<file path="src/table_interp_cosine_macros.svh">
// Assertion macros for the table-interpolated cosine block.
`ifndef TABLE_INTERP_COSINE_MACROS_SVH
`define TABLE_INTERP_COSINE_MACROS_SVH

// Check that holds at every edge, reset included
`define TIC_ASSERT_ALWAYS(label, expr, msg) \
  label: assert property (@(posedge clk) (expr)) else $error(msg);

// Same-cycle implication, off during reset
`define TIC_ASSERT_IMP(label, ante, cons, msg) \
  label: assert property (@(posedge clk) disable iff (rst) (ante) |-> (cons)) else $error(msg);

// Next-cycle implication, off during reset
`define TIC_ASSERT_NXT(label, ante, cons, msg) \
  label: assert property (@(posedge clk) disable iff (rst) (ante) |=> (cons)) else $error(msg);

`endif

</file>
<file path="src/tic_pkg.sv">
// Package: widths, fixed-point constants and the quarter-wave sine builder.
`timescale 1ns / 1ps

package tic_pkg;

  localparam int ANGLE_W = 32;
  localparam int COS_W   = 16;
  localparam int PHASE_W = 32;

  localparam int TABLE_SIZE_DEF    = 512;
  localparam int FRACTION_BITS_DEF = 15;

  // round(2^32 / (2*pi)): radians in Q15.16 to turns in Q0.32
  localparam logic [29:0] TURN_SCALE   = 30'd683565276;
  localparam logic [31:0] QUARTER_TURN = 32'h4000_0000;

  localparam logic [63:0] HALF_PI_Q30 = 64'd1686629713;
  localparam logic [63:0] Q30_ONE     = 64'd1073741824;

  localparam logic [15:0] Q15_MAX_POS = 16'd32767;
  localparam logic [15:0] Q15_MAG_MAX = 16'd32768;

  // Magnitude of sin((pi/2) * num / 2^iw) in Q15, rounded half up, capped at 1.0.
  // Q2.30 Taylor series in Horner form, every step truncating. Elaboration only.
  function automatic logic [15:0] qsine_q15(input int unsigned num, input int unsigned iw);
    logic [63:0] x;
    logic [63:0] x2;
    logic [63:0] t;
    logic [63:0] sub;
    logic [63:0] s;
    x = (HALF_PI_Q30 * 64'(num)) >> iw;
    x2 = (x * x) >> 30;
    t = Q30_ONE;
    sub = ((x2 * t) >> 30) / 64'd420;
    t = (sub < Q30_ONE) ? Q30_ONE - sub : '0;
    sub = ((x2 * t) >> 30) / 64'd342;
    t = (sub < Q30_ONE) ? Q30_ONE - sub : '0;
    sub = ((x2 * t) >> 30) / 64'd272;
    t = (sub < Q30_ONE) ? Q30_ONE - sub : '0;
    sub = ((x2 * t) >> 30) / 64'd210;
    t = (sub < Q30_ONE) ? Q30_ONE - sub : '0;
    sub = ((x2 * t) >> 30) / 64'd156;
    t = (sub < Q30_ONE) ? Q30_ONE - sub : '0;
    sub = ((x2 * t) >> 30) / 64'd110;
    t = (sub < Q30_ONE) ? Q30_ONE - sub : '0;
    sub = ((x2 * t) >> 30) / 64'd72;
    t = (sub < Q30_ONE) ? Q30_ONE - sub : '0;
    sub = ((x2 * t) >> 30) / 64'd42;
    t = (sub < Q30_ONE) ? Q30_ONE - sub : '0;
    sub = ((x2 * t) >> 30) / 64'd20;
    t = (sub < Q30_ONE) ? Q30_ONE - sub : '0;
    sub = ((x2 * t) >> 30) / 64'd6;
    t = (sub < Q30_ONE) ? Q30_ONE - sub : '0;
    s = (((x * t) >> 30) + 64'd16384) >> 15;
    if (s > 64'(Q15_MAG_MAX)) begin
      s = 64'(Q15_MAG_MAX);
    end
    return s[15:0];
  endfunction

endpackage

</file>
<file path="src/tic_angle_if.sv">
// Stream interface carrying one angle per transfer.
`timescale 1ns / 1ps

interface tic_angle_if import tic_pkg::*; ();
  logic                      valid;
  logic                      ready;
  logic signed [ANGLE_W-1:0] angle_rad;

  modport source (output valid, output angle_rad, input ready);
  modport sink (input valid, input angle_rad, output ready);
endinterface

</file>
<file path="src/tic_cos_if.sv">
// Stream interface carrying one cosine value per transfer.
`timescale 1ns / 1ps

interface tic_cos_if import tic_pkg::*; ();
  logic                    valid;
  logic                    ready;
  logic signed [COS_W-1:0] cos_value;

  modport source (output valid, output cos_value, input ready);
  modport sink (input valid, input cos_value, output ready);
endinterface

</file>
<file path="src/table_interp_cosine.sv">
// Top level of the table-interpolated cosine pipeline.
`timescale 1ns / 1ps
`include "table_interp_cosine_macros.svh"

// Cosine of a Q15.16 angle in radians, returned as Q1.15 (+1.0 reads as 32767).
// The angle is scaled to a wrapping 32-bit phase in turns, so any angle is valid.
// A folded quarter-wave sine table of TABLE_SIZE/4+1 entries, fixed at build time,
// gives two neighboring samples that are linearly interpolated with a FRACTION_BITS
// weight, floored. Five register stages: scale multiply, phase split, table read,
// interpolation multiply, output add. One angle is taken every clock while the
// output is not stalled; each angle passes the stages in that order. The output
// stage is a register, and a stall at the output holds each stage only once it
// is full, so bubbles close up. No clearing pass or warm-up after reset.
module table_interp_cosine import tic_pkg::*; #(
  parameter int TABLE_SIZE    = TABLE_SIZE_DEF,
  parameter int FRACTION_BITS = FRACTION_BITS_DEF
) (
  input logic         clk,
  input logic         rst,
  tic_angle_if.sink   angle,
  tic_cos_if.source   cosine
);

  localparam int IW = $clog2(TABLE_SIZE);

  logic                       ph_valid;
  logic                       ph_ready;
  logic [IW-1:0]              ph_index;
  logic [FRACTION_BITS-1:0]   ph_frac;
  logic                       lk_valid;
  logic                       lk_ready;
  logic signed [COS_W-1:0]    lk_lo;
  logic signed [COS_W-1:0]    lk_hi;
  logic [FRACTION_BITS-1:0]   lk_frac;
  logic                       angle_xfer;

  tic_phase #(
    .TABLE_SIZE    (TABLE_SIZE),
    .FRACTION_BITS (FRACTION_BITS)
  ) u_phase (
    .clk      (clk),
    .rst      (rst),
    .up_valid (angle.valid),
    .up_ready (angle.ready),
    .up_angle (angle.angle_rad),
    .dn_valid (ph_valid),
    .dn_ready (ph_ready),
    .dn_index (ph_index),
    .dn_frac  (ph_frac)
  );

  tic_lookup #(
    .TABLE_SIZE    (TABLE_SIZE),
    .FRACTION_BITS (FRACTION_BITS)
  ) u_lookup (
    .clk      (clk),
    .rst      (rst),
    .up_valid (ph_valid),
    .up_ready (ph_ready),
    .up_index (ph_index),
    .up_frac  (ph_frac),
    .dn_valid (lk_valid),
    .dn_ready (lk_ready),
    .dn_lo    (lk_lo),
    .dn_hi    (lk_hi),
    .dn_frac  (lk_frac)
  );

  tic_interp #(
    .FRACTION_BITS (FRACTION_BITS)
  ) u_interp (
    .clk      (clk),
    .rst      (rst),
    .up_valid (lk_valid),
    .up_ready (lk_ready),
    .up_lo    (lk_lo),
    .up_hi    (lk_hi),
    .up_frac  (lk_frac),
    .dn_valid (cosine.valid),
    .dn_ready (cosine.ready),
    .dn_cos   (cosine.cos_value)
  );

  assign angle_xfer = angle.valid && angle.ready;

  // Pipeline is empty right after reset
  `TIC_ASSERT_ALWAYS(a_empty_after_rst, rst || !$past(rst) || !cosine.valid, "result valid after reset")
  // A ready sink never backs up the input side
  `TIC_ASSERT_IMP(a_ready_chain, cosine.ready, angle.ready, "input stalled with sink ready")
  // With the sink ready throughout, an accepted angle reaches the output register
  `TIC_ASSERT_NXT(a_latency, angle_xfer ##1 cosine.ready ##1 cosine.ready ##1 cosine.ready ##1 cosine.ready, cosine.valid, "result missing after pipeline latency")

endmodule

</file>
<file path="src/tic_phase.sv">
// Phase stages: radians to wrapped turns, quarter-turn offset, index/fraction split.
`timescale 1ns / 1ps

module tic_phase import tic_pkg::*; #(
  parameter int TABLE_SIZE    = TABLE_SIZE_DEF,
  parameter int FRACTION_BITS = FRACTION_BITS_DEF
) (
  input  logic                      clk,
  input  logic                      rst,
  input  logic                      up_valid,
  output logic                      up_ready,
  input  logic signed [ANGLE_W-1:0] up_angle,
  output logic                      dn_valid,
  input  logic                      dn_ready,
  output logic [$clog2(TABLE_SIZE)-1:0] dn_index,
  output logic [FRACTION_BITS-1:0]  dn_frac
);

  localparam int IW = $clog2(TABLE_SIZE);

  logic                       a_valid;
  logic                       a_ready;
  logic [PHASE_W-1:0]         a_phase;
  logic signed [ANGLE_W+30:0] scaled;
  logic [PHASE_W-1:0]         phase_cos;
  logic [PHASE_W-1:0]         frac_word;
  logic                       b_ready;

  // Stage A: angle times 1/(2*pi); bits 47:16 are the phase, wrapping mod one turn
  assign scaled = up_angle * $signed({1'b0, TURN_SCALE});

  assign b_ready  = !dn_valid || dn_ready;
  assign a_ready  = !a_valid || b_ready;
  assign up_ready = a_ready;

  always_ff @(posedge clk) begin
    if (rst) begin
      a_valid <= 1'b0;
    end else if (a_ready) begin
      a_valid <= up_valid;
    end
  end

  always_ff @(posedge clk) begin
    if (up_valid && a_ready) begin
      a_phase <= scaled[47:16];
    end
  end

  // Stage B: add a quarter turn so the sine table gives cosine, then split
  assign phase_cos = a_phase + QUARTER_TURN;
  assign frac_word = phase_cos << IW;

  always_ff @(posedge clk) begin
    if (rst) begin
      dn_valid <= 1'b0;
    end else if (b_ready) begin
      dn_valid <= a_valid;
    end
  end

  always_ff @(posedge clk) begin
    if (a_valid && b_ready) begin
      dn_index <= phase_cos[PHASE_W-1 -: IW];
      dn_frac  <= frac_word[PHASE_W-1 -: FRACTION_BITS];
    end
  end

endmodule

</file>
<file path="src/tic_lookup.sv">
// Table stage: reads the two adjacent sine entries from a folded quarter-wave table.
`timescale 1ns / 1ps

module tic_lookup import tic_pkg::*; #(
  parameter int TABLE_SIZE    = TABLE_SIZE_DEF,
  parameter int FRACTION_BITS = FRACTION_BITS_DEF
) (
  input  logic                          clk,
  input  logic                          rst,
  input  logic                          up_valid,
  output logic                          up_ready,
  input  logic [$clog2(TABLE_SIZE)-1:0] up_index,
  input  logic [FRACTION_BITS-1:0]      up_frac,
  output logic                          dn_valid,
  input  logic                          dn_ready,
  output logic signed [COS_W-1:0]       dn_lo,
  output logic signed [COS_W-1:0]       dn_hi,
  output logic [FRACTION_BITS-1:0]      dn_frac
);

  localparam int IW  = $clog2(TABLE_SIZE);
  localparam int QIW = IW - 1;
  localparam int QN  = TABLE_SIZE / 4 + 1;
  localparam logic [QIW-1:0] QUARTER_N = QIW'(TABLE_SIZE / 4);

  logic [15:0]             qtab [QN];
  logic [IW:0]             entry_n [2];
  logic signed [COS_W-1:0] entry_val [2];

  // Quarter-wave magnitudes, fixed at elaboration
  for (genvar g = 0; g < QN; g++) begin : g_qtab
    assign qtab[g] = qsine_q15(4 * g, IW);
  end

  assign entry_n[0] = {1'b0, up_index};
  assign entry_n[1] = {1'b0, up_index} + (IW+1)'(1);

  // Fold the full-wave entry number onto the quarter table, then sign and saturate
  for (genvar p = 0; p < 2; p++) begin : g_port
    logic [IW-3:0]  low;
    logic [QIW-1:0] m;
    logic [15:0]    mag;
    logic           neg;

    always_comb begin
      low = entry_n[p][IW-3:0];
      if (entry_n[p][IW]) begin
        m = '0;
      end else if (entry_n[p][IW-2]) begin
        m = QUARTER_N - {1'b0, low};
      end else begin
        m = {1'b0, low};
      end
      mag = qtab[m];
      neg = !entry_n[p][IW] && entry_n[p][IW-1];
      if (neg) begin
        entry_val[p] = $signed(16'(~mag + 16'd1));
      end else if (mag > Q15_MAX_POS) begin
        entry_val[p] = $signed(Q15_MAX_POS);
      end else begin
        entry_val[p] = $signed(mag);
      end
    end
  end

  assign up_ready = !dn_valid || dn_ready;

  always_ff @(posedge clk) begin
    if (rst) begin
      dn_valid <= 1'b0;
    end else if (up_ready) begin
      dn_valid <= up_valid;
    end
  end

  always_ff @(posedge clk) begin
    if (up_valid && up_ready) begin
      dn_lo   <= entry_val[0];
      dn_hi   <= entry_val[1];
      dn_frac <= up_frac;
    end
  end

endmodule

</file>
<file path="src/tic_interp.sv">
// Interpolation stages: weighted difference, floor shift and final add.
`timescale 1ns / 1ps

module tic_interp import tic_pkg::*; #(
  parameter int FRACTION_BITS = FRACTION_BITS_DEF
) (
  input  logic                    clk,
  input  logic                    rst,
  input  logic                    up_valid,
  output logic                    up_ready,
  input  logic signed [COS_W-1:0] up_lo,
  input  logic signed [COS_W-1:0] up_hi,
  input  logic [FRACTION_BITS-1:0] up_frac,
  output logic                    dn_valid,
  input  logic                    dn_ready,
  output logic signed [COS_W-1:0] dn_cos
);

  localparam int PW = COS_W + FRACTION_BITS + 2;

  logic signed [COS_W:0]   diff;
  logic signed [PW-1:0]    weighted;
  logic                    c_valid;
  logic                    c_ready;
  logic signed [PW-1:0]    c_prod;
  logic signed [COS_W-1:0] c_lo;
  logic signed [PW-1:0]    step;
  logic                    d_ready;

  // Stage C: (b - a) * frac
  assign diff     = $signed({up_hi[COS_W-1], up_hi}) - $signed({up_lo[COS_W-1], up_lo});
  assign weighted = diff * $signed({1'b0, up_frac});

  assign d_ready  = !dn_valid || dn_ready;
  assign c_ready  = !c_valid || d_ready;
  assign up_ready = c_ready;

  always_ff @(posedge clk) begin
    if (rst) begin
      c_valid <= 1'b0;
    end else if (c_ready) begin
      c_valid <= up_valid;
    end
  end

  always_ff @(posedge clk) begin
    if (up_valid && c_ready) begin
      c_prod <= weighted;
      c_lo   <= up_lo;
    end
  end

  // Stage D: arithmetic shift floors toward minus infinity; result lies between a and b
  assign step = c_prod >>> FRACTION_BITS;

  always_ff @(posedge clk) begin
    if (rst) begin
      dn_valid <= 1'b0;
    end else if (d_ready) begin
      dn_valid <= c_valid;
    end
  end

  always_ff @(posedge clk) begin
    if (c_valid && d_ready) begin
      dn_cos <= c_lo + step[COS_W-1:0];
    end
  end

endmodule

</file>
<file path="src/flat_wrapper.sv">
// flat-port wrapper written by rule: the top's interface ports become plain ports
module table_interp_cosine_flat import tic_pkg::*;
#(
  parameter int TABLE_SIZE    = TABLE_SIZE_DEF,
  parameter int FRACTION_BITS = FRACTION_BITS_DEF
)
  (clk, rst, angle_valid, angle_angle_rad, angle_ready, cosine_valid, cosine_cos_value, cosine_ready);
  tic_angle_if angle_i ();
  tic_cos_if cosine_i ();
  input logic clk;
  input logic rst;
  input wire logic [$bits(angle_i.valid)-1:0] angle_valid;
  input wire logic [$bits(angle_i.angle_rad)-1:0] angle_angle_rad;
  output wire logic [$bits(angle_i.ready)-1:0] angle_ready;
  output wire logic [$bits(cosine_i.valid)-1:0] cosine_valid;
  output wire logic [$bits(cosine_i.cos_value)-1:0] cosine_cos_value;
  input wire logic [$bits(cosine_i.ready)-1:0] cosine_ready;
  assign angle_i.valid = angle_valid;
  assign angle_i.angle_rad = angle_angle_rad;
  assign angle_ready = angle_i.ready;
  assign cosine_valid = cosine_i.valid;
  assign cosine_cos_value = cosine_i.cos_value;
  assign cosine_i.ready = cosine_ready;
  table_interp_cosine #(.TABLE_SIZE(TABLE_SIZE), .FRACTION_BITS(FRACTION_BITS)) u_core (.clk(clk), .rst(rst), .angle(angle_i), .cosine(cosine_i));
endmodule
</file>
<file path="config.mk">
export PLATFORM = sky130hd
export DESIGN_NAME = table_interp_cosine_flat
export DESIGN_NICKNAME = d
export VERILOG_FILES = /design/src/tic_pkg.sv /design/src/tic_angle_if.sv /design/src/tic_cos_if.sv /design/src/table_interp_cosine.sv /design/src/tic_phase.sv /design/src/tic_lookup.sv /design/src/tic_interp.sv /design/src/flat_wrapper.sv
export VERILOG_INCLUDE_DIRS = /design/src /design/src/src
export SDC_FILE = /design/constraint.sdc
export NUM_CORES = 2
export LEC_CHECK = 0
export ABC_CLOCK_PERIOD_IN_PS = 18900
export BUFFER_PORTS_ARGS = -buffer_cell sky130_fd_sc_hd__buf_4
export CELL_PAD_IN_SITES_DETAIL_PLACEMENT = 0
export CELL_PAD_IN_SITES_GLOBAL_PLACEMENT = 1
export CORE_ASPECT_RATIO = 0.75
export CORE_MARGIN = 2
export CORE_UTILIZATION = 45
export CTS_BUF_LIST = sky130_fd_sc_hd__clkbuf_2
export CTS_CLUSTER_SIZE = 12
export DETAILED_ROUTE_END_ITERATION = 12
export GPL_ROUTABILITY_DRIVEN = 0
export HOLD_SLACK_MARGIN = 0.15
export PLACE_DENSITY_LB_ADDON = 0.1
export SLEW_MARGIN = 40
export SYNTH_ARGS = -nofsm -noshare
export SYNTH_HDL_FRONTEND = slang
export SYNTH_SLANG_ARGS = --single-unit
</file>
<file path="constraint.sdc">
create_clock -name clk -period 18.9 [get_ports clk]
set_input_delay 2.835 -clock clk [delete_from_list [all_inputs] [get_ports clk]]
set_output_delay 2.835 -clock clk [all_outputs]
set_load 0.01 [all_outputs]
</file>
==> flow_summary.toml <==
[worst_setup_path]
worstRegToRegCells = 32
cp_common_cell = "fa_1"
path_class = "register to register"
worst_setup_path_start_kind = "register"
cp-end-kind = "register"
cp_slowest_cell = "edfxtp_1"
required_ps = 19550
crit_buf_inv = 3
critical-path-max-stage-delay_ps = 580
path_depth = 32
cp-endpoint = "u_core.u_interp.c_prod[30]"
ff2ff_setup_slack_ps = 8730
timing.rr.end = "u_core.u_interp.c_prod[30]"
regToRegStartpoint = "u_core.u_lookup.dn_lo[0]"
crit_family = "compound AO/OA/AOI/OAI gates"
startpoint = "u_core.u_lookup.dn_lo[0]"
critPathMaxFanout = 15
arrival_ps = 10810

[run_status]
status = "complete, no violations"

[logic_synthesis]
yosysTopAreaCell = "fa_1"
yosysMostFrequentCell = "inv_1"
synth_area_leaders = "fa_1 34%, ha_1 14%, edfxtp_1 12%"
synth_flop_cell = "edfxtp_1"
async_flop_share_pct = 0
synthesis.area_um2 = 35200
synthDistinctLibCells = 92
synth_edf_count = 143
synthTopCellsByCount = "995 x inv_1, 597 x fa_1, 402 x ha_1, 240 x nand2_1, 170 x nor2_1"
syn-num-nets = 4876
yosysWarnings = 0
syn_area_per_cell_um2 = 9.18
seq_area_frac_synth_pct = 12.5
synth.top_cell.area_share_pct = 33.9
synthCells = 3841
ys_ff_latch = 148

[run]
cap_violations = 0

[cts]
cts_root_buf = "clkbuf_2"
cts_resized = 0
cts_buffers = 17
clk_path_buf_depth = 2
h-tree-depth = 4
clk_latency_ps = 840
postCtsSetupBuffers = 0
postCtsHoldBufs = 0
cts_tree = "yes"
clkSinkCount = 148
clk_pin_slew_worst_paths_ps = 290

[sta]
finalSetupViolations = 0
rsz0062_at_grt = "no"
fin_skew_ps = 54.6
drv_slew = 0
relSlewSlack_pct = 37.8
hold_viol = 0
tns_ps = 0
tightest_slew_ps = 909
fin_crit_sh_pct = 53.8
timing.final.crit_period_ps = 10170
fmax_ghz = 0.0983

[floorplan]
die_height_um = 246
die_w_um = 327
initial_core_util_pct = 45.7
io_pins = 54
die_area_um2 = 80600
rows = 88
fp.coreArea_um2 = 77200

[route]
drcViolationCount = 0
antenna_left = 0
first_pass_iters = 6
vias_per_cell = 5.36
vias = 26000
drt-initial-drc-count = 2665
drt-total-wl_um = 96900
wl_per_cell_um = 19.9

[global_routing]
grt_first_pass_wirelength_um = 155000
grt_antenna_before_repair = 2
first_global_vias = 26300
overflow = 0
grt_max_degree = 56
grtUsageTotal_pct = 24.8

[finish]
fin_nets = 4843
nFillCells = 7538
area_delta_synth_final_pct = 5.14
drive_above_1_share_pct = 5.02

[min_path]
hold_class = "register to register"

[placed_design]
io_buffers = 53
dpl.hpwl_um = 78800
[cells by family after synthesis]
| kind of cell | Yosys count | synth area share [%] |
|---|---|---|
| compound gates | 594 | 11.8 |
| xor+xnor | 133 | 3.33 |
| fa+ha+maj | 999 | 48.2 |
| buf+inv | 1158 | 12.7 |
| flops | 148 | 12.5 |
| mux | 17 | 0.696 |
| simple gates | 792 | 10.8 |
[metrics by stage]
stage | instance area [µm²] | std cells | hold slack, ps | util, % | setup slack [ps]
after floorplan | 35200 | 3841 | 400 | - | 9450
after global placement | 36700 | 4824 | 401 | 47.6 | 8620
after detailed placement | 36800 | 4824 | 405 | 47.6 | 8640
after CTS | 37000 | 4856 | 424 | 48.0 | 8720
after global routing | 37100 | 4858 | 446 | 48.0 | 7860
final | 37100 | 4858 | 433 | 48.0 | 8730
[layout make-up]
class / instances / area (µm²) / share of cell area, %
Timing Repair Buffer: 105 / 788 / 2.13
Antenna cell: 2 / 5.00 / 0.0135
Tap cell: 1035 / 1290 / 3.49
Clock inverter: 15 / 181 / 0.490
Sequential cell: 148 / 4390 / 11.9
Inverter: 1001 / 3760 / 10.2
Multi-Input combinational cell: 2535 / 26500 / 71.6
Clock buffer: 17 / 85.1 / 0.230
[placed cells by master, fill, tap and decap left out, types with 18 or more instances in the layout]
master / n
fa_1: 597
a21oi_1: 130
a31oi_1: 22
o21ai_0: 98
edfxtp_1: 143
ha_1: 402
a21o_1: 31
and3_1: 22
nand2b_1: 18
nor2_1: 166
o211ai_1: 28
a211oi_1: 44
and2_1: 103
nor2b_1: 38
nor3_1: 58
nand3_1: 76
buf_4: 105
xor2_1: 32
xnor2_1: 94
nand2_1: 240
a311oi_1: 21
inv_1: 993
[sequential cells by signal, indices dropped and copies added, names as in the netlist]
register / count
u_core.u_phase.dn_frac: 15
u_core.u_phase.a_phase: 24
u_core.u_interp.c_lo: 16
u_core.u_lookup.dn_hi: 16
u_core.u_interp.c_prod: 16
u_core.u_phase.dn_index: 9
u_core.u_phase.dn_valid: 1
u_core.u_interp.dn_cos: 16
u_core.u_lookup.dn_lo: 16
u_core.u_lookup.dn_frac: 15
u_core.u_phase.a_valid: 1
u_core.u_interp.dn_valid: 1
u_core.u_lookup.dn_valid: 1
u_core.u_interp.c_valid: 1
[per-layer routing]
| layer | share of wire (%) | wire length, µm | vias up | GRT usage, % |
|---|---|---|---|---|
| li1 | - | - | 12200 | - |
| met3 | 6.7 | 6510 | 62 | 3.57 |
| met5 | 0 | 0 | - | 0 |
| met4 | 0.61 | 593 | 0 | 2.35 |
| met1 | 52 | 50300 | 12900 | 40.7 |
| met2 | 41 | 39500 | 882 | 35.0 |
[how the worst min path moves through the flow]
stage / from / depth (start not counted) / end
3_3_place_gp: u_core.u_phase.a_phase[15] / 0 / u_core.u_phase.dn_frac[7]
3_5_place_dp: u_core.u_phase.dn_frac[4] / 0 / u_core.u_lookup.dn_frac[4]
5_1_grt: u_core.u_phase.a_phase[20] / 0 / u_core.u_phase.dn_frac[12]
2_1_floorplan: u_core.u_phase.dn_frac[0] / 0 / u_core.u_lookup.dn_frac[0]
6_report: u_core.u_phase.a_phase[20] / 0 / u_core.u_phase.dn_frac[12]
4_1_cts: u_core.u_phase.a_phase[20] / 0 / u_core.u_phase.dn_frac[12]
Power is not shown: default switching activity piles up to over one toggle a cycle in this logic, so the estimate is an artifact.
